### src/rtl/cplp_pkg.sv
// Shared types, constants and tables for the complex-pole two-pole lowpass.
`default_nettype none
package cplp_pkg;

   // default field widths
   localparam int SAMPLE_BITS_DEF = 24;
   localparam int STATE_BITS_DEF  = 40;

   // coefficient format and register widths
   localparam int COEF_BITS = 32;
   localparam int CFG_BITS  = 15;
   localparam int FRAC_BITS = 30;

   // coefficient engine datapath widths
   localparam int ENG_BITS = 40;
   localparam int QUO_BITS = 67;

   // Q2.30 constants: pi/2 and sqrt(1/2)
   localparam logic [31:0] HALF_PI_Q   = 32'd1686629713;
   localparam logic [31:0] SQRT_HALF_Q = 32'd759250124;

   // register indexes
   typedef enum logic [0:0] {
      REG_CUTOFF    = 1'b0,
      REG_RESONANCE = 1'b1
   } reg_index_type;

   // pole and gain, Q2.30
   typedef struct packed {
      logic signed [COEF_BITS-1:0] zr;
      logic signed [COEF_BITS-1:0] zi;
      logic signed [COEF_BITS-1:0] gain;
   } coef_type;

   // coefficient engine sequencer
   typedef enum logic [3:0] {
      CS_IDLE,
      CS_TH,
      CS_X2,
      CS_HMUL,
      CS_HDIV,
      CS_SN,
      CS_W,
      CS_A,
      CS_B,
      CS_A2,
      CS_B2,
      CS_DEN,
      CS_C0,
      CS_C1,
      CS_C2
   } coef_state_type;

   // sample datapath sequencer
   typedef enum logic [2:0] {
      FS_IDLE,
      FS_MUL,
      FS_SUM1,
      FS_SUM2,
      FS_GAIN,
      FS_OUT
   } filt_state_type;

   // Horner denominators of the sine and cosine series, innermost term first
   function automatic logic [7:0] horner_den(input logic is_cos, input logic [2:0] idx);
      logic [7:0] d;
      d = 8'd1;
      if (is_cos) begin
         unique case (idx)
            3'd0: d = 8'd132;
            3'd1: d = 8'd90;
            3'd2: d = 8'd56;
            3'd3: d = 8'd30;
            3'd4: d = 8'd12;
            3'd5: d = 8'd2;
            default: d = 8'd1;
         endcase
      end else begin
         unique case (idx)
            3'd0: d = 8'd156;
            3'd1: d = 8'd110;
            3'd2: d = 8'd72;
            3'd3: d = 8'd42;
            3'd4: d = 8'd20;
            3'd5: d = 8'd6;
            default: d = 8'd1;
         endcase
      end
      return d;
   endfunction

endpackage
`default_nettype wire

### src/rtl/cplp_mul.sv
// Bit-serial signed multiplier, one multiplier bit per cycle.
`default_nettype none
module cplp_mul #(
   parameter int AW = 40,
   parameter int BW = 32
) (
   input  wire logic                 clock,
   input  wire logic                 reset,
   input  wire logic                 start,
   input  wire logic signed [AW-1:0] a,
   input  wire logic signed [BW-1:0] b,
   output logic                      done,
   output logic signed [AW+BW-1:0]   prod
);
   localparam int CW = (BW > 1) ? $clog2(BW) : 1;

   logic [AW+BW-1:0] prod_ff, prod_in;
   logic [AW-1:0]    a_ff, a_in;
   logic [CW-1:0]    cnt_ff, cnt_in;
   logic             busy_ff, busy_in;
   logic             done_ff, done_in;
   logic signed [AW:0] upper;
   logic signed [AW:0] addend;
   logic signed [AW:0] sum;

   // shift-add step; the sign bit of b is weighted negative
   always_comb begin
      upper  = $signed({prod_ff[AW+BW-1], prod_ff[AW+BW-1:BW]});
      addend = prod_ff[0] ? $signed({a_ff[AW-1], a_ff}) : '0;
      sum    = (cnt_ff == CW'(BW-1)) ? upper - addend : upper + addend;
      prod_in = prod_ff;
      a_in    = a_ff;
      cnt_in  = cnt_ff;
      busy_in = busy_ff;
      done_in = 1'b0;
      if (start) begin
         prod_in = {{AW{1'b0}}, b};
         a_in    = a;
         cnt_in  = '0;
         busy_in = 1'b1;
      end else if (busy_ff) begin
         prod_in = {sum, prod_ff[BW-1:1]};
         cnt_in  = cnt_ff + CW'(1);
         if (cnt_ff == CW'(BW-1)) begin
            busy_in = 1'b0;
            done_in = 1'b1;
         end
      end
   end

   always_ff @(posedge clock) begin
      if (reset) begin
         busy_ff <= 1'b0;
         done_ff <= 1'b0;
         cnt_ff  <= '0;
      end else begin
         busy_ff <= busy_in;
         done_ff <= done_in;
         cnt_ff  <= cnt_in;
      end
      prod_ff <= prod_in;
      a_ff    <= a_in;
   end

   assign done = done_ff;
   assign prod = $signed(prod_ff);
endmodule
`default_nettype wire

### src/rtl/cplp_filt.sv
// Sample datapath: two cascaded complex one-pole sections on eight bit-serial multiplier lanes.
`default_nettype none
module cplp_filt #(
   parameter int SAMPLE_BITS = cplp_pkg::SAMPLE_BITS_DEF,
   parameter int STATE_BITS  = cplp_pkg::STATE_BITS_DEF
) (
   input  wire logic                          clock,
   input  wire logic                          reset,
   input  wire logic                          coef_busy,
   input  wire cplp_pkg::coef_type            coefs,
   input  wire logic                          in_valid,
   output logic                               in_ready,
   input  wire logic signed [SAMPLE_BITS-1:0] in_sample,
   output logic                               out_valid,
   input  wire logic                          out_ready,
   output logic signed [SAMPLE_BITS-1:0]      out_sample
);
   import cplp_pkg::*;

   localparam int LANES = 8;
   localparam int AW = STATE_BITS + 1;
   localparam int PW = AW + COEF_BITS;
   localparam int RW = PW - FRAC_BITS;
   localparam int SW = STATE_BITS + 4;
   localparam logic signed [PW-1:0] HALF_P = PW'(64'd1 << (FRAC_BITS - 1));

   filt_state_type state_ff, state_in;
   logic go_ff, go_in;
   logic signed [SAMPLE_BITS-1:0] x_ff, x_in, out_ff, out_in;
   logic out_valid_ff, out_valid_in;
   logic signed [STATE_BITS-1:0] s1r_ff, s1r_in, s1i_ff, s1i_in;
   logic signed [STATE_BITS-1:0] s2r_ff, s2r_in, s2i_ff, s2i_in;
   logic signed [STATE_BITS:0]   y1r_ff, y1r_in, y1i_ff, y1i_in, y2r_ff, y2r_in;
   logic signed [STATE_BITS-1:0] t1r, t1i, t2r, t2i;

   logic signed [AW-1:0]        lane_a [LANES];
   logic signed [COEF_BITS-1:0] lane_b [LANES];
   logic signed [PW-1:0]        lane_p [LANES];
   logic signed [RW-1:0]        lane_r [LANES];
   logic [LANES-1:0]            lane_done;
   logic                        lane_start;

   function automatic logic signed [STATE_BITS-1:0] sat_state(input logic signed [SW-1:0] v);
      logic signed [STATE_BITS-1:0] r;
      if (v[SW-1:STATE_BITS-1] == '0 || v[SW-1:STATE_BITS-1] == '1)
         r = v[STATE_BITS-1:0];
      else
         r = {v[SW-1], {(STATE_BITS-1){~v[SW-1]}}};
      return r;
   endfunction

   function automatic logic signed [SAMPLE_BITS-1:0] sat_out(input logic signed [RW-1:0] v);
      logic signed [SAMPLE_BITS-1:0] r;
      if (v[RW-1:SAMPLE_BITS-1] == '0 || v[RW-1:SAMPLE_BITS-1] == '1)
         r = v[SAMPLE_BITS-1:0];
      else
         r = {v[RW-1], {(SAMPLE_BITS-1){~v[RW-1]}}};
      return r;
   endfunction

   // lane operands: section one, section two, then the gain on lane 0
   always_comb begin
      lane_a[0] = (state_ff == FS_GAIN) ? y2r_ff : AW'(s1r_ff);
      lane_b[0] = (state_ff == FS_GAIN) ? coefs.gain : coefs.zr;
      lane_a[1] = AW'(s1i_ff);  lane_b[1] = coefs.zi;
      lane_a[2] = AW'(s1i_ff);  lane_b[2] = coefs.zr;
      lane_a[3] = AW'(s1r_ff);  lane_b[3] = coefs.zi;
      lane_a[4] = AW'(s2r_ff);  lane_b[4] = coefs.zr;
      lane_a[5] = AW'(s2i_ff);  lane_b[5] = coefs.zi;
      lane_a[6] = AW'(s2i_ff);  lane_b[6] = coefs.zr;
      lane_a[7] = AW'(s2r_ff);  lane_b[7] = coefs.zi;
   end

   for (genvar k = 0; k < LANES; k++) begin : g_lane
      logic signed [PW-1:0] rsum;
      cplp_mul #(.AW(AW), .BW(COEF_BITS)) u_mul (
         .clock(clock), .reset(reset), .start(lane_start), .a(lane_a[k]), .b(lane_b[k]),
         .done(lane_done[k]), .prod(lane_p[k]));
      // rounded half up
      assign rsum      = lane_p[k] + HALF_P;
      assign lane_r[k] = rsum[PW-1:FRAC_BITS];
   end

   // section updates
   assign t1r = sat_state(SW'(x_ff) + SW'(lane_r[0]) - SW'(lane_r[1]));
   assign t1i = sat_state(SW'(lane_r[2]) + SW'(lane_r[3]));
   assign t2r = sat_state(SW'(y1r_ff) + SW'(lane_r[4]) + SW'(lane_r[5]));
   assign t2i = sat_state(SW'(y1i_ff) + SW'(lane_r[6]) - SW'(lane_r[7]));

   always_ff @(posedge clock) begin
      if (reset) begin
         state_ff     <= FS_IDLE;
         go_ff        <= 1'b0;
         out_valid_ff <= 1'b0;
         s1r_ff       <= '0;
         s1i_ff       <= '0;
         s2r_ff       <= '0;
         s2i_ff       <= '0;
      end else begin
         state_ff     <= state_in;
         go_ff        <= go_in;
         out_valid_ff <= out_valid_in;
         s1r_ff       <= s1r_in;
         s1i_ff       <= s1i_in;
         s2r_ff       <= s2r_in;
         s2i_ff       <= s2i_in;
      end
      x_ff   <= x_in;
      out_ff <= out_in;
      y1r_ff <= y1r_in;
      y1i_ff <= y1i_in;
      y2r_ff <= y2r_in;
   end

   // sequencer
   always_comb begin
      state_in     = state_ff;
      go_in        = 1'b0;
      x_in         = x_ff;
      out_in       = out_ff;
      out_valid_in = out_valid_ff;
      s1r_in       = s1r_ff;
      s1i_in       = s1i_ff;
      s2r_in       = s2r_ff;
      s2i_in       = s2i_ff;
      y1r_in       = y1r_ff;
      y1i_in       = y1i_ff;
      y2r_in       = y2r_ff;
      lane_start   = 1'b0;
      in_ready     = 1'b0;
      if (out_valid_ff && out_ready) out_valid_in = 1'b0;
      unique case (state_ff)
         FS_IDLE: begin
            in_ready = !coef_busy;
            if (in_valid && !coef_busy) begin
               x_in = in_sample;
               go_in = 1'b1;
               state_in = FS_MUL;
            end
         end
         FS_MUL: begin
            lane_start = go_ff;
            if (&lane_done) state_in = FS_SUM1;
         end
         FS_SUM1: begin
            s1r_in = t1r;
            s1i_in = t1i;
            y1r_in = (STATE_BITS+1)'(t1r) + (STATE_BITS+1)'(s1r_ff);
            y1i_in = (STATE_BITS+1)'(t1i) + (STATE_BITS+1)'(s1i_ff);
            state_in = FS_SUM2;
         end
         FS_SUM2: begin
            s2r_in = t2r;
            s2i_in = t2i;
            y2r_in = (STATE_BITS+1)'(t2r) + (STATE_BITS+1)'(s2r_ff);
            go_in = 1'b1;
            state_in = FS_GAIN;
         end
         FS_GAIN: begin
            lane_start = go_ff;
            if (lane_done[0]) state_in = FS_OUT;
         end
         FS_OUT: begin
            if (!out_valid_ff || out_ready) begin
               out_in = sat_out(lane_r[0]);
               out_valid_in = 1'b1;
               state_in = FS_IDLE;
            end
         end
         default: begin
            state_in = FS_IDLE;
         end
      endcase
   end

   assign out_valid  = out_valid_ff;
   assign out_sample = out_ff;
endmodule
`default_nettype wire

### config.mk
export PLATFORM = sky130hd
export DESIGN_NAME = cplp_filt
export DESIGN_NICKNAME = d
export VERILOG_FILES = /design/src/rtl/cplp_pkg.sv /design/src/rtl/cplp_mul.sv /design/src/rtl/cplp_filt.sv
export SDC_FILE = /design/constraint.sdc
export NUM_CORES = 2
export LEC_CHECK = 0
export BUFFER_PORTS_ARGS = -buffer_cell sky130_fd_sc_hd__buf_4
export CORE_MARGIN = 2
export CORE_UTILIZATION = 29
export DETAILED_ROUTE_END_ITERATION = 10
export GPL_TIMING_DRIVEN = 0
export PLACE_DENSITY = 0.44
export REMOVE_ABC_BUFFERS = 1
export SYNTH_ARGS = -nofsm -noshare
export SYNTH_HDL_FRONTEND = slang
export SYNTH_SLANG_ARGS = --single-unit
### constraint.sdc
create_clock -name clock -period 25.3 [get_ports clock]
set_input_delay 2.53 -clock clock [delete_from_list [all_inputs] [get_ports clock]]
set_output_delay 2.53 -clock clock [all_outputs]
set_load 0.03 [all_outputs]
==> flow_metrics.py <==
metrics = {
    "logic_synthesis": {
        "synth_top_cell_by_area": "edfxtp_1",
        "synthArstFlopShare": 0,
        "synth_commonest_cells": "nand2_1, nor2_1, a21oi_1, ha_1, edfxtp_1",
        "ys_ff_latch": 1177,
        "synth_flop_cell": "edfxtp_1",
        "avgSynthCellArea_sq_um": 8.463,
        "synth_top_area_frac": 0.2063,
        "yosysMostFrequentCell": "nand2_1",
        "synth.area.top_cells": "edfxtp_1, dfxtp_1, ha_1",
        "synthCells": 10800,
        "ys_warn_count": 0,
        "seq_area_frac_synth": 0.3265,
        "synth_edf_count": 628,
        "synth_cell_type_count": 102,
        "synth_area_sq_mm": 0.09142,
    },
    "pwr": {
        "ir_drop_v": 0.0001984,
        "clkPwrFrac": 0.153,
        "p_per_area_mw_per_mm2": 148.3,
        "p_int_uw": 7701,
        "leakage_uw": 0.04193,
        "combPwrFrac": 0.648,
        "p_sw_frac": 0.4973,
        "seqPwrFrac": 0.199,
        "netSwitchingPower_uw": 7619,
        "p_total_uw": 15320,
    },
    "critical_path": {
        "worstPathRequired_ns": 25.85,
        "worstSetupStartpointType": "flip-flop",
        "slowest_delay_ns": 0.91,
        "reg2reg_slack_ns": 14.04,
        "crit_type": "reg2reg",
        "cp_slowest_cell": "nor3_1",
        "crit_arrival_ns": 11.81,
        "critPathMaxFanout": 17,
        "setup.worst_path.end_class": "flip-flop",
    },
    "sta": {
        "slew_violations": 0,
        "hold-worst-slack_ns": 0.4013,
        "finalSetupViolCount": 0,
        "tightest_slew_ns": 1.228,
        "min_period_ns": 11.26,
        "hold_violations": 0,
        "fin_crit_sh": 0.4450,
        "rsz0062_at_grt": "no",
        "clock.fmax_ghz": 0.08883,
        "skew_ns": 0.07299,
        "tns_ns": 0,
        "max-slew-margin-rel": 0.1579,
    },
    "grt": {
        "overflow": 0,
        "grt_pass1_vias": 76130,
        "grt_pass1_wl_um": 486400,
        "antenna_found_initial": 13,
        "grtUsageTotal": 0.1991,
        "grt_max_degree": 94,
    },
    "clock_tree": {
        "insertion_delay_ns": 0.86,
        "clockBufferDepth": 4,
        "root_buffer": "clkbuf_16",
        "post_cts_resized": 0,
        "cts_max_level": 4,
        "cts_hold_buf": 0,
        "cts_tree": "built",
        "cts.clk_slew.worst_paths_ns": 0.06,
        "cts_buffers": 163,
        "cts.sink_count": 1177,
        "postCtsSetupBuffers": 0,
    },
    "die": {
        "initial_core_util": 0.2910,
        "die_w_um": 565.5,
        "pin_count": 151,
        "core_sq_mm": 0.3142,
        "die_area_sq_mm": 0.3198,
        "fp-row-count": 206,
        "die_h_um": 565.5,
    },
    "hold_path": {
        "hold_path.class": "reg2reg",
    },
    "cells_and_area": {
        "multiInputGateArea_sq_mm": 0.05850,
        "areaGrowthSynthToFinish_pct": 13.03,
        "nFillCells": 32610,
        "drive_above_1_share": 0.06177,
        "regArea_sq_mm": 0.02986,
        "nets": 11690,
    },
    "job": {
        "cap_violations": 0,
    },
    "route": {
        "drtIter0Drc": 5395,
        "avgViaCountPerCell": 5.204,
        "num_vias": 78360,
        "finalWirelength_um": 326100,
        "wl_per_cell_um": 21.65,
        "first_pass_iters": 6,
        "detail-route-antenna-nets": 0,
        "drc": 0,
    },
    "placement": {
        "gp_congestion": 0.9044,
        "dp_hpwl_um": 259300,
        "io_buffers": 150,
    },
    "status": {
        "outcome": "finished clean",
    },
}
[final cells by class]
type,count,area share
clock buffers,214,0.04310
well taps,4160,0.05037
clock inverters,75,0.008113
diodes,2,0.00004844
inverters,410,0.01497
flip-flops and latches,1177,0.2890
repair buffers,237,0.02826
multi-input cells,8783,0.5661
[cell families after synthesis]
family,Yosys count,synth area share
and+or+nand+nor,4030,0.1994
AOI/OAI and AO/OA,2585,0.1822
DFF,1177,0.3265
xor gates and xnor gates,1079,0.1035
buffers and inverters,842,0.03526
adders and majority gates,795,0.1205
muxes,294,0.03278
[metal layers]
layer | track usage | routed length (um) | vias up
met2 | 0.3209 | 145700 | 1719
li1 | - | - | 38570
met4 | 0.07026 | 12430 | 0
met5 | 0 | 0 | -
met1 | 0.2772 | 156400 | 37660
met3 | 0.01714 | 11530 | 414
[power by group through the flow]
stage	logic [uW]	registers (uW)	clock network [uW]
after floorplan	7260	2870	0
after global placement	9750	3090	0
after detailed placement	9780	3080	0
after CTS	9890	3050	2410
after global routing	11100	3100	2480
final	9930	3050	2340
[worst paths after layout]
kind | from | end | depth (start not counted)
worst min register to register | s2i_ff[24] | g_lane[6].u_mul.a_ff[24] | 0
worst max-delay path | g_lane[0].u_mul.prod[29] | y1r_ff[38] | 32
worst min-delay path | s2i_ff[24] | g_lane[6].u_mul.a_ff[24] | 0
worst max register to register | g_lane[0].u_mul.prod[29] | y1r_ff[38] | 32
[critical path: cells and delay by family, from the launching register on]
kind | cells | cell delay (ns)
AOI/OAI and AO/OA | 12 | 3.57
xor gates and xnor gates | 2 | 0.38
adders and majority gates | 4 | 1.63
buffers and inverters | 1 | 0.29
DFF | 1 | 0.85
and+or+nand+nor | 13 | 4.20
[registers in the layout (all words and copies together) (netlist names), 24 cells and up]
register	cells
s1r_ff	40
y2r_ff	41
s2i_ff	40
g_lane.u_mul.cnt_ff	40
g_lane.u_mul.prod	584
y1r_ff	41
out_sample	24
s1i_ff	40
s2r_ff	40
g_lane.u_mul.a_ff	201
x_ff	24
y1i_ff	41
[per-stage QoR]
step                      std cells  area [sq um]    util  worst slack, ns
after global placement        14680         96070  0.3058           -28.53
after detailed placement      14770         98000  0.3119            14.04
final                         15060        103300  0.3289            14.04
after CTS                     15060        103300  0.3288            13.97
after floorplan               10370         89740       -            3.849
after global routing          15060        103300  0.3289            13.31
[cell usage in the layout (no fill, tap or decap), types with 142 or more instances in the layout]
cell type,synthesis,layout
a21o_1,358,358
a21oi_1,750,750
buf_4,1,154
clkbuf_16,0,165
dfxtp_1,549,541
edfxtp_1,628,628
fa_1,142,142
ha_1,653,645
inv_1,408,402
mux2i_1,251,251
nand2_1,1501,1498
nand3_1,320,320
nand4_1,157,157
nor2_1,1169,1163
nor3_1,167,167
o21ai_0,493,490
xnor2_1,523,523
xor2_1,555,555
Note: power is estimated with default switching activity, not from simulation.
