### src/rtl/cplp_pkg.sv
// Shared types, constants and tables for the complex-pole two-pole lowpass.
`default_nettype none
package cplp_pkg;

   // default field widths
   localparam int SAMPLE_BITS_DEF = 24;
   localparam int STATE_BITS_DEF  = 40;

   // coefficient format and register widths
   localparam int COEF_BITS = 32;
   localparam int CFG_BITS  = 15;
   localparam int FRAC_BITS = 30;

   // coefficient engine datapath widths
   localparam int ENG_BITS = 40;
   localparam int QUO_BITS = 67;

   // Q2.30 constants: pi/2 and sqrt(1/2)
   localparam logic [31:0] HALF_PI_Q   = 32'd1686629713;
   localparam logic [31:0] SQRT_HALF_Q = 32'd759250124;

   // register indexes
   typedef enum logic [0:0] {
      REG_CUTOFF    = 1'b0,
      REG_RESONANCE = 1'b1
   } reg_index_type;

   // pole and gain, Q2.30
   typedef struct packed {
      logic signed [COEF_BITS-1:0] zr;
      logic signed [COEF_BITS-1:0] zi;
      logic signed [COEF_BITS-1:0] gain;
   } coef_type;

   // coefficient engine sequencer
   typedef enum logic [3:0] {
      CS_IDLE,
      CS_TH,
      CS_X2,
      CS_HMUL,
      CS_HDIV,
      CS_SN,
      CS_W,
      CS_A,
      CS_B,
      CS_A2,
      CS_B2,
      CS_DEN,
      CS_C0,
      CS_C1,
      CS_C2
   } coef_state_type;

   // sample datapath sequencer
   typedef enum logic [2:0] {
      FS_IDLE,
      FS_MUL,
      FS_SUM1,
      FS_SUM2,
      FS_GAIN,
      FS_OUT
   } filt_state_type;

   // Horner denominators of the sine and cosine series, innermost term first
   function automatic logic [7:0] horner_den(input logic is_cos, input logic [2:0] idx);
      logic [7:0] d;
      d = 8'd1;
      if (is_cos) begin
         unique case (idx)
            3'd0: d = 8'd132;
            3'd1: d = 8'd90;
            3'd2: d = 8'd56;
            3'd3: d = 8'd30;
            3'd4: d = 8'd12;
            3'd5: d = 8'd2;
            default: d = 8'd1;
         endcase
      end else begin
         unique case (idx)
            3'd0: d = 8'd156;
            3'd1: d = 8'd110;
            3'd2: d = 8'd72;
            3'd3: d = 8'd42;
            3'd4: d = 8'd20;
            3'd5: d = 8'd6;
            default: d = 8'd1;
         endcase
      end
      return d;
   endfunction

endpackage
`default_nettype wire

### src/rtl/cplp_mul.sv
// Bit-serial signed multiplier, one multiplier bit per cycle.
`default_nettype none
module cplp_mul #(
   parameter int AW = 40,
   parameter int BW = 32
) (
   input  wire logic                 clock,
   input  wire logic                 reset,
   input  wire logic                 start,
   input  wire logic signed [AW-1:0] a,
   input  wire logic signed [BW-1:0] b,
   output logic                      done,
   output logic signed [AW+BW-1:0]   prod
);
   localparam int CW = (BW > 1) ? $clog2(BW) : 1;

   logic [AW+BW-1:0] prod_ff, prod_in;
   logic [AW-1:0]    a_ff, a_in;
   logic [CW-1:0]    cnt_ff, cnt_in;
   logic             busy_ff, busy_in;
   logic             done_ff, done_in;
   logic signed [AW:0] upper;
   logic signed [AW:0] addend;
   logic signed [AW:0] sum;

   // shift-add step; the sign bit of b is weighted negative
   always_comb begin
      upper  = $signed({prod_ff[AW+BW-1], prod_ff[AW+BW-1:BW]});
      addend = prod_ff[0] ? $signed({a_ff[AW-1], a_ff}) : '0;
      sum    = (cnt_ff == CW'(BW-1)) ? upper - addend : upper + addend;
      prod_in = prod_ff;
      a_in    = a_ff;
      cnt_in  = cnt_ff;
      busy_in = busy_ff;
      done_in = 1'b0;
      if (start) begin
         prod_in = {{AW{1'b0}}, b};
         a_in    = a;
         cnt_in  = '0;
         busy_in = 1'b1;
      end else if (busy_ff) begin
         prod_in = {sum, prod_ff[BW-1:1]};
         cnt_in  = cnt_ff + CW'(1);
         if (cnt_ff == CW'(BW-1)) begin
            busy_in = 1'b0;
            done_in = 1'b1;
         end
      end
   end

   always_ff @(posedge clock) begin
      if (reset) begin
         busy_ff <= 1'b0;
         done_ff <= 1'b0;
         cnt_ff  <= '0;
      end else begin
         busy_ff <= busy_in;
         done_ff <= done_in;
         cnt_ff  <= cnt_in;
      end
      prod_ff <= prod_in;
      a_ff    <= a_in;
   end

   assign done = done_ff;
   assign prod = $signed(prod_ff);
endmodule
`default_nettype wire

### src/rtl/cplp_div.sv
// Restoring divider, one quotient bit per cycle, quotient truncated toward zero.
`default_nettype none
module cplp_div #(
   parameter int NW = 67,
   parameter int DW = 40
) (
   input  wire logic                 clock,
   input  wire logic                 reset,
   input  wire logic                 start,
   input  wire logic signed [NW-1:0] dividend,
   input  wire logic [DW-1:0]        divisor,
   output logic                      done,
   output logic signed [NW-1:0]      quot
);
   localparam int CW = $clog2(NW);

   logic [NW-1:0] q_ff, q_in;
   logic [DW-1:0] rem_ff, rem_in;
   logic [DW-1:0] d_ff, d_in;
   logic          neg_ff, neg_in;
   logic [CW-1:0] cnt_ff, cnt_in;
   logic          busy_ff, busy_in;
   logic          done_ff, done_in;
   logic [DW:0]   shifted;
   logic [DW:0]   diff;

   // one restoring step per cycle on the magnitude
   always_comb begin
      shifted = {rem_ff, q_ff[NW-1]};
      diff    = shifted - {1'b0, d_ff};
      q_in    = q_ff;
      rem_in  = rem_ff;
      d_in    = d_ff;
      neg_in  = neg_ff;
      cnt_in  = cnt_ff;
      busy_in = busy_ff;
      done_in = 1'b0;
      if (start) begin
         q_in    = dividend[NW-1] ? $unsigned(-dividend) : $unsigned(dividend);
         rem_in  = '0;
         d_in    = divisor;
         neg_in  = dividend[NW-1];
         cnt_in  = '0;
         busy_in = 1'b1;
      end else if (busy_ff) begin
         if (!diff[DW]) begin
            rem_in = diff[DW-1:0];
            q_in   = {q_ff[NW-2:0], 1'b1};
         end else begin
            rem_in = shifted[DW-1:0];
            q_in   = {q_ff[NW-2:0], 1'b0};
         end
         cnt_in = cnt_ff + CW'(1);
         if (cnt_ff == CW'(NW-1)) begin
            busy_in = 1'b0;
            done_in = 1'b1;
         end
      end
   end

   always_ff @(posedge clock) begin
      if (reset) begin
         busy_ff <= 1'b0;
         done_ff <= 1'b0;
         cnt_ff  <= '0;
      end else begin
         busy_ff <= busy_in;
         done_ff <= done_in;
         cnt_ff  <= cnt_in;
      end
      q_ff   <= q_in;
      rem_ff <= rem_in;
      d_ff   <= d_in;
      neg_ff <= neg_in;
   end

   assign done = done_ff;
   assign quot = neg_ff ? -$signed(q_ff) : $signed(q_ff);
endmodule
`default_nettype wire

### src/rtl/cplp_coef.sv
// Coefficient engine: pole and gain from cutoff and resonance, on a serial multiplier and divider.
`default_nettype none
module cplp_coef (
   input  wire logic                     clock,
   input  wire logic                     reset,
   input  wire logic                     start,
   input  wire logic [14:0]              cutoff,
   input  wire logic [14:0]              resonance,
   output logic                          busy,
   output cplp_pkg::coef_type            coefs
);
   import cplp_pkg::*;

   localparam int PW = 2 * ENG_BITS;
   localparam logic signed [ENG_BITS-1:0] ONE_E  = ENG_BITS'(64'd1 << FRAC_BITS);
   localparam logic signed [ENG_BITS-1:0] TWO_E  = ENG_BITS'(64'd1 << (FRAC_BITS + 1));
   localparam logic signed [PW-1:0]       HALF_P = PW'(64'd1 << (FRAC_BITS - 1));
   localparam logic signed [QUO_BITS-1:0] MAX_Q  = QUO_BITS'(64'h7fff_ffff);
   localparam logic signed [QUO_BITS-1:0] MIN_Q  = -MAX_Q - QUO_BITS'(1);

   coef_state_type state_ff, state_in;
   logic           go_ff, go_in;
   logic [2:0]     idx_ff, idx_in;
   logic           cos_ff, cos_in;
   logic signed [ENG_BITS-1:0] th_ff, th_in, x2_ff, x2_in, t_ff, t_in, p_ff, p_in;
   logic signed [ENG_BITS-1:0] sn_ff, sn_in, w_ff, w_in, a_ff, a_in, b_ff, b_in;
   logic signed [ENG_BITS-1:0] a2_ff, a2_in, b2_ff, b2_in, den_ff, den_in;
   coef_type coefs_ff, coefs_in;

   logic                        mul_start, mul_done;
   logic signed [ENG_BITS-1:0]  mul_a, mul_b;
   logic signed [PW-1:0]        mul_prod, mul_rsum;
   logic signed [ENG_BITS-1:0]  mul_trunc, mul_rnd, den_val, dr;
   logic                        div_start, div_done;
   logic signed [QUO_BITS-1:0]  div_n, div_q, numr;
   logic [ENG_BITS-1:0]         div_d;

   function automatic logic signed [COEF_BITS-1:0] clamp_q(
      input logic signed [QUO_BITS-1:0] v, input logic floor_zero);
      logic signed [QUO_BITS-1:0] lo;
      logic signed [COEF_BITS-1:0] r;
      lo = floor_zero ? '0 : MIN_Q;
      if (v > MAX_Q) r = MAX_Q[COEF_BITS-1:0];
      else if (v < lo) r = lo[COEF_BITS-1:0];
      else r = v[COEF_BITS-1:0];
      return r;
   endfunction

   cplp_mul #(.AW(ENG_BITS), .BW(ENG_BITS)) u_mul (
      .clock(clock), .reset(reset), .start(mul_start), .a(mul_a), .b(mul_b),
      .done(mul_done), .prod(mul_prod));

   cplp_div #(.NW(QUO_BITS), .DW(ENG_BITS)) u_div (
      .clock(clock), .reset(reset), .start(div_start), .dividend(div_n),
      .divisor(div_d), .done(div_done), .quot(div_q));

   // product scalings: truncated and rounded half up
   assign mul_rsum  = mul_prod + HALF_P;
   assign mul_trunc = mul_prod[FRAC_BITS+ENG_BITS-1:FRAC_BITS];
   assign mul_rnd   = mul_rsum[FRAC_BITS+ENG_BITS-1:FRAC_BITS];
   assign dr        = TWO_E - a_ff;
   assign den_val   = mul_rnd + b2_ff;
   assign numr      = $signed(QUO_BITS'(1) << (FRAC_BITS + 2))
                      - QUO_BITS'(a2_ff) - QUO_BITS'(b2_ff);

   always_ff @(posedge clock) begin
      if (reset) begin
         state_ff <= CS_IDLE;
         go_ff    <= 1'b0;
      end else begin
         state_ff <= state_in;
         go_ff    <= go_in;
      end
      idx_ff   <= idx_in;
      cos_ff   <= cos_in;
      th_ff    <= th_in;
      x2_ff    <= x2_in;
      t_ff     <= t_in;
      p_ff     <= p_in;
      sn_ff    <= sn_in;
      w_ff     <= w_in;
      a_ff     <= a_in;
      b_ff     <= b_in;
      a2_ff    <= a2_in;
      b2_ff    <= b2_in;
      den_ff   <= den_in;
      coefs_ff <= coefs_in;
   end

   // sequencer: each step issues one operation and latches its result
   always_comb begin
      state_in  = state_ff;
      go_in     = 1'b0;
      idx_in    = idx_ff;
      cos_in    = cos_ff;
      th_in     = th_ff;
      x2_in     = x2_ff;
      t_in      = t_ff;
      p_in      = p_ff;
      sn_in     = sn_ff;
      w_in      = w_ff;
      a_in      = a_ff;
      b_in      = b_ff;
      a2_in     = a2_ff;
      b2_in     = b2_ff;
      den_in    = den_ff;
      coefs_in  = coefs_ff;
      mul_a     = '0;
      mul_b     = '0;
      div_n     = '0;
      div_d     = '0;
      mul_start = 1'b0;
      div_start = 1'b0;
      unique case (state_ff)
         CS_IDLE: begin
         end
         CS_TH: begin
            mul_a = $signed({8'd0, HALF_PI_Q});
            mul_b = $signed({25'd0, cutoff});
            mul_start = go_ff;
            // a restart can meet the done pulse of the aborted product
            if (mul_done && !go_ff) begin
               th_in = mul_prod[ENG_BITS+15:16];
               state_in = CS_X2;
               go_in = 1'b1;
            end
         end
         CS_X2: begin
            mul_a = th_ff;
            mul_b = th_ff;
            mul_start = go_ff;
            if (mul_done) begin
               x2_in  = mul_trunc;
               t_in   = ONE_E;
               idx_in = '0;
               cos_in = 1'b0;
               state_in = CS_HMUL;
               go_in = 1'b1;
            end
         end
         CS_HMUL: begin
            mul_a = x2_ff;
            mul_b = t_ff;
            mul_start = go_ff;
            if (mul_done) begin
               p_in = mul_trunc;
               state_in = CS_HDIV;
               go_in = 1'b1;
            end
         end
         CS_HDIV: begin
            div_n = QUO_BITS'(p_ff);
            div_d = ENG_BITS'(horner_den(cos_ff, idx_ff));
            div_start = go_ff;
            if (div_done) begin
               t_in = ONE_E - div_q[ENG_BITS-1:0];
               go_in = 1'b1;
               if (idx_ff == 3'd5) begin
                  idx_in = '0;
                  state_in = cos_ff ? CS_W : CS_SN;
               end else begin
                  idx_in = idx_ff + 3'd1;
                  state_in = CS_HMUL;
               end
            end
         end
         CS_SN: begin
            mul_a = th_ff;
            mul_b = t_ff;
            mul_start = go_ff;
            if (mul_done) begin
               sn_in  = mul_trunc;
               t_in   = ONE_E;
               cos_in = 1'b1;
               idx_in = '0;
               state_in = CS_HMUL;
               go_in = 1'b1;
            end
         end
         CS_W: begin
            div_n = QUO_BITS'(sn_ff) <<< (FRAC_BITS + 1);
            div_d = (t_ff == '0) ? ENG_BITS'(1) : $unsigned(t_ff);
            div_start = go_ff;
            if (div_done) begin
               w_in = div_q[ENG_BITS-1:0];
               state_in = CS_A;
               go_in = 1'b1;
            end
         end
         CS_A: begin
            mul_a = $signed({10'd0, resonance, 15'd0}) - $signed({8'd0, SQRT_HALF_Q});
            mul_b = w_ff;
            mul_start = go_ff;
            if (mul_done) begin
               a_in = mul_rnd;
               state_in = CS_B;
               go_in = 1'b1;
            end
         end
         CS_B: begin
            mul_a = $signed({8'd0, SQRT_HALF_Q});
            mul_b = w_ff;
            mul_start = go_ff;
            if (mul_done) begin
               b_in = mul_rnd;
               state_in = CS_A2;
               go_in = 1'b1;
            end
         end
         CS_A2: begin
            mul_a = a_ff;
            mul_b = a_ff;
            mul_start = go_ff;
            if (mul_done) begin
               a2_in = mul_rnd;
               state_in = CS_B2;
               go_in = 1'b1;
            end
         end
         CS_B2: begin
            mul_a = b_ff;
            mul_b = b_ff;
            mul_start = go_ff;
            if (mul_done) begin
               b2_in = mul_rnd;
               state_in = CS_DEN;
               go_in = 1'b1;
            end
         end
         CS_DEN: begin
            mul_a = dr;
            mul_b = dr;
            mul_start = go_ff;
            if (mul_done) begin
               den_in = (den_val <= 0) ? ENG_BITS'(1) : den_val;
               state_in = CS_C0;
               go_in = 1'b1;
            end
         end
         CS_C0: begin
            div_n = numr <<< FRAC_BITS;
            div_d = $unsigned(den_ff);
            div_start = go_ff;
            if (div_done) begin
               coefs_in.zr = clamp_q(div_q, 1'b0);
               state_in = CS_C1;
               go_in = 1'b1;
            end
         end
         CS_C1: begin
            div_n = QUO_BITS'(b_ff) <<< (FRAC_BITS + 2);
            div_d = $unsigned(den_ff);
            div_start = go_ff;
            if (div_done) begin
               coefs_in.zi = clamp_q(div_q, 1'b0);
               state_in = CS_C2;
               go_in = 1'b1;
            end
         end
         CS_C2: begin
            div_n = (QUO_BITS'(a2_ff) + QUO_BITS'(b2_ff)) <<< FRAC_BITS;
            div_d = $unsigned(den_ff);
            div_start = go_ff;
            if (div_done) begin
               coefs_in.gain = clamp_q(div_q, 1'b1);
               state_in = CS_IDLE;
            end
         end
         default: begin
            state_in = CS_IDLE;
         end
      endcase
      // a new request restarts the whole computation
      if (start) begin
         state_in = CS_TH;
         go_in = 1'b1;
      end
   end

   assign busy  = (state_ff != CS_IDLE);
   assign coefs = coefs_ff;
endmodule
`default_nettype wire

### config.mk
export PLATFORM = sky130hd
export DESIGN_NAME = cplp_coef
export DESIGN_NICKNAME = d
export VERILOG_FILES = /design/src/rtl/cplp_pkg.sv /design/src/rtl/cplp_mul.sv /design/src/rtl/cplp_div.sv /design/src/rtl/cplp_coef.sv
export SDC_FILE = /design/constraint.sdc
export NUM_CORES = 2
export LEC_CHECK = 0
export ABC_AREA = 1
export BUFFER_PORTS_ARGS = -buffer_cell sky130_fd_sc_hd__buf_2
export CAP_MARGIN = 20
export CORE_MARGIN = 10
export CORE_UTILIZATION = 40
export DETAILED_ROUTE_END_ITERATION = 12
export MAX_ROUTING_LAYER = met4
export PLACE_DENSITY = 0.59
export SLEW_MARGIN = 10
export SYNTH_ARGS = -nofsm -noshare
export SYNTH_HDL_FRONTEND = slang
export SYNTH_HIERARCHICAL = 1
export SYNTH_SLANG_ARGS = --single-unit
### constraint.sdc
create_clock -name clock -period 16.7 [get_ports clock]
set_input_delay 2.505 -clock clock [delete_from_list [all_inputs] [get_ports clock]]
set_output_delay 2.505 -clock clock [all_outputs]
set_load 0.02 [all_outputs]
==> run summary <==
CTS saw 823 sinks. The tools report the sequential area share after synthesis as 0.427. Synthesis instantiated 71 different standard cells from the library.

The power share of the combinational group was 0.294. For the detailed placer's ending HPWL, the log shows 184,000 um. The register with the most flip-flops in the layout has 96 of them.

Setup repair after global routing left no endpoint under its margin. The number of top-level design ports was 130. Endpoint of the lowest-slack register-to-register path: u_div/q_ff[45]. The type of the tightest min-delay check was reg2reg. The multi-input combinational cells in the finished layout cover a total of 0.0272 mm^2.

The startpoint identified for the worst hold timing path is u_mul/prod[28]. The die outline area was 0.154 mm^2; the synthesized area per cell was 7.64 um^2. After floorplanning, the core was divided into 136 placement rows.

Summed over all layers, the routed wires come to 232,000 um. The number of antenna violations at the first check in global routing came out at 12. The logs give 6,572 for the number of DRC violations after detailed-routing iteration 0 and 0 for the number of slew-limit violations in the final report.

VDD sags by at most 0.103 mV. The area growth from synthesis to layout is 11.5%. The clock period minus final worst setup slack is 6.48 ns, and the hold violation total from the final report is 0. The width of the die is 393 um. Global routing usage on met1: 0.398. Startpoint of the worst register-to-register path: b2_ff[3]. The analysis attributes to cell leakage a power of 27.4 nW. The logs give 10.22 ns for the register-to-register path setup slack and 0 for the number of remaining DRC errors. Portion of total power attributed to sequential cells: 0.384. The tools report the setup TNS after final layout as 0 ns. The worst setup path is of the reg2reg kind. The tools report the global-route met2 utilization as 0.448. The first detailed-routing pass took 8 iterations. Timing would allow up to 154 MHz. The final RePlAce weighted congestion is 1.01. The flow ran to the end, and the final reports show no timing, DRC or antenna violations. The H-tree was split into 3 levels.

Share of the synthesized area in compound gates (AO/OA/AOI/OAI): 0.115. The share of the clock period used by the worst path was 0.388. The final layout contains 7,710 nets. In this run, synthesis produced a sequential element count of 823. For the clock latency at the later pin of the worst-skew pair, the log shows 0.76 ns. The fraction of final layout cells with drive strength greater than 1 was 0.0752. Setup violations remaining at the end of the flow were counted as 0.

In the routed layout, each cell is associated on average with a via count of 5.60. The number of stages on the worst hold path is 0, and the initial core utilization is 0.403. Synthesis handed over a netlist of 7,269 instances. The total CTS buffers was 93. The global routing stage identified its most utilized layer as met2.

Across all setup checks in the final design, the least slack found is 10.22 ns. The core region is 0.138 mm^2. Reported net switching power: 2.56 mW. Clock-pin slew was measured on the worst setup and hold paths at 0.06 ns. Summing every instance area after synthesis gives 0.0555 mm^2. Library cell with the largest summed area after synthesis: sky130_fd_sc_hd__edfxtp_1. TritonCTS built the clock tree. Data on the critical path arrives at its endpoint at 6.88 ns. The switching share of total power came out at 0.376. In this run the remaining antenna-violating nets after routing total 0. The post-synthesis async set-or-reset flop share works out to 0. The path with the worst hold slack has its endpoint at th_ff[12]. The run gives 48,087 as the via count of the first global-routing pass. The area share of the largest cell type after synthesis works out to 0.390.

After synthesis, the cell types taking the most area are sky130_fd_sc_hd__edfxtp_1, sky130_fd_sc_hd__nand2_1, sky130_fd_sc_hd__inv_1. The root buffer cell chosen for the clock tree is sky130_fd_sc_hd__clkbuf_16. The logs give 14,031 for the number of fillers in the final layout and 0 for the max-capacitance violation count. The tools report the area of all sequential standard cells as 0.0237 mm^2. The longest clock path from root to sink contains 3 buffers. The delay contributed by the slowest stage of the critical path was 0.95 ns; the via count was 52,116. The vertical extent of the die was 393 um. Main flop type after synthesis: sky130_fd_sc_hd__edfxtp_1. The largest driver fanout on the critical path works out to 56. The signal on the critical path passes through inv_1, ha_1, ha_1, nand2_1, o21ai_0, a21oi_1, o21ai_0, a21boi_0, o21ai_0, nand2_1, nand3_1, nand3_1, nand3_2, buf_4, clkinv_1, o21ai_1, nor2_2, nand2_1, nand2_1, nand3_1, o21ai_0. Entering global routing, the biggest net connects 71 pins. The aggregate global-route resource usage came out at 0.300. The slew at the pin with the worst max-slew slack was 1.16 ns. The number of enable-type register cells in the synthesized netlist came out at 721. STA classifies the critical path startpoint as a flip-flop.

The post-synthesis mux area share is 0.000203, and the post-placement setup slack is 10.37 ns. The headroom to the max-slew limit came out at 0.226. The met3 layer usage reported by global route came out at 0.0496. The logs give 0 for the remaining global-route overflow and 4.25 mW for the total internal power. The slowest stage of the critical path is the sky130_fd_sc_hd__clkinv_1 cell.

After clock tree synthesis, the setup repair step added 0 buffers. At the worst endpoint, the required time is 17.10 ns. On the final layout, the worst clock skew is 0.0863 ns. The xor and xnor area share after synthesis came out at 0.0389.

STA classifies the critical path endpoint as a flip-flop. For this design the ratio of total power to cell area is 110 mW/mm^2. By area, the combinational part of the netlist is dominated by simple AND/OR/NAND/NOR gates.

After clock tree synthesis, the repair step resized 0 gates. The wire length per cell is 25.0 um, and the hold buffer count at CTS is 0. Buffers placed on the I/O ports in this run total 129.

The number of warnings reported in the yosys synthesis log is 6. The post-synthesis simple-gate area fraction came out at 0.275. The first global-routing pass estimated 332,000 um of wire.

The clock network fraction of design power was 0.322. In the layout the commonest cells are sky130_fd_sc_hd__nand2_1, sky130_fd_sc_hd__inv_1, sky130_fd_sc_hd__nor2_1, sky130_fd_sc_hd__edfxtp_1, sky130_fd_sc_hd__o21ai_0. Measured in cells, the most critical reg-to-reg path has a length of 21. The commonest non-fill, non-tap cell in the layout is sky130_fd_sc_hd__nand2_1. The adder and majority gate portion of the synthesized area was 0.0563.
cells in the mapped netlist, types with 13 or more instances:
| master | number |
|---|---|
| sky130_fd_sc_hd__nor3_1 | 99 |
| sky130_fd_sc_hd__o21ai_0 | 447 |
| sky130_fd_sc_hd__a22o_1 | 13 |
| sky130_fd_sc_hd__nor2_2 | 49 |
| sky130_fd_sc_hd__nor2_1 | 845 |
| sky130_fd_sc_hd__nand4_1 | 150 |
| sky130_fd_sc_hd__a21oi_1 | 346 |
| sky130_fd_sc_hd__clkbuf_1 | 125 |
| sky130_fd_sc_hd__xnor2_1 | 62 |
| sky130_fd_sc_hd__inv_1 | 1077 |
| sky130_fd_sc_hd__a22oi_1 | 35 |
| sky130_fd_sc_hd__nor4_1 | 45 |
| sky130_fd_sc_hd__a221oi_1 | 59 |
| sky130_fd_sc_hd__a31oi_1 | 29 |
| sky130_fd_sc_hd__nand2_1 | 1863 |
| sky130_fd_sc_hd__a21o_1 | 18 |
| sky130_fd_sc_hd__o21bai_1 | 19 |
| sky130_fd_sc_hd__ha_1 | 242 |
| sky130_fd_sc_hd__nand3b_1 | 22 |
| sky130_fd_sc_hd__or2_2 | 26 |
| sky130_fd_sc_hd__xor2_1 | 182 |
| sky130_fd_sc_hd__nand3_1 | 420 |
| sky130_fd_sc_hd__nand2_2 | 36 |
| sky130_fd_sc_hd__dfxtp_1 | 102 |
| sky130_fd_sc_hd__o211ai_1 | 24 |
| sky130_fd_sc_hd__o2111ai_1 | 13 |
| sky130_fd_sc_hd__edfxtp_1 | 721 |
worst max-delay path by stage:
stage | start | cells past startpoint | to
final | b2_ff[3] | 21 | u_div/q_ff[45]
after floorplan | state_ff[2] | 8 | u_div/q_ff[0]
after global routing | b2_ff[3] | 21 | u_div/q_ff[45]
after global placement | b2_ff[2] | 21 | u_div/q_ff[45]
after detailed placement | b2_ff[2] | 21 | u_div/q_ff[45]
after CTS | b2_ff[2] | 21 | u_div/q_ff[45]
stage by stage:
step | total power [mW] | cell area (um^2) | hold WS, ns | cells | util
final | 6.81 | 61900 | 0.434 | 9311 | 0.450
after CTS | 6.79 | 61900 | 0.426 | 9300 | 0.449
after floorplan | 3.91 | 55500 | 0.427 | 7270 | -
after global placement | 4.60 | 58500 | 0.429 | 9124 | 0.425
after detailed placement | 4.61 | 58600 | 0.436 | 9126 | 0.426
after global routing | 7.13 | 61900 | 0.441 | 9308 | 0.450
routing by layer:
layer | wire, um | vias up
met1 | 97600 | 24666
met4 | 12100 | 0
li1 | - | 24484
met2 | 101000 | 2561
met3 | 21300 | 405
met5 | 0 | -
final cells by class:
| class | count | area share |
|---|---|---|
| Sequential cell | 823 | 0.383 |
| Clock inverter | 59 | 0.0129 |
| Multi-Input combinational cell | 5192 | 0.439 |
| Inverter | 1095 | 0.0664 |
| Tap cell | 1794 | 0.0362 |
| Timing Repair Buffer | 225 | 0.0230 |
| Antenna cell | 8 | 0.000323 |
| Clock buffer | 115 | 0.0399 |
power by group through the flow:
stage	Combinational, mW	Clock (mW)	Sequential, mW
after floorplan	1.38	0	2.53
after global placement	1.96	0	2.65
after detailed placement	1.96	0	2.65
after CTS	1.97	2.22	2.60
after global routing	2.21	2.31	2.61
final	2.00	2.19	2.61
kinds of logic (layout without fill, tap and decap cells):
| logic type | count (synthesis) | in the layout |
|---|---|---|
| other | 1 | 10 |
| buffers and inverters | 1255 | 1494 |
| multiplexers | 1 | 1 |
| AO/OA/AOI/OAI | 1099 | 1099 |
| adder cells (fa/ha/maj) | 247 | 247 |
| XOR/XNOR | 245 | 245 |
| flip-flops | 823 | 823 |
| AND/OR/NAND/NOR | 3598 | 3598 |
critical path, delay by kind of cell (launching register included):
family	cells	cell delay [ns]
AOI/OAI and AO/OA	7	2.53
buffers and inverters	3	1.51
and+or+nand+nor	9	1.00
adders and majority gates	2	0.73
DFF	1	0.37
(Power assumes the default switching activity.)
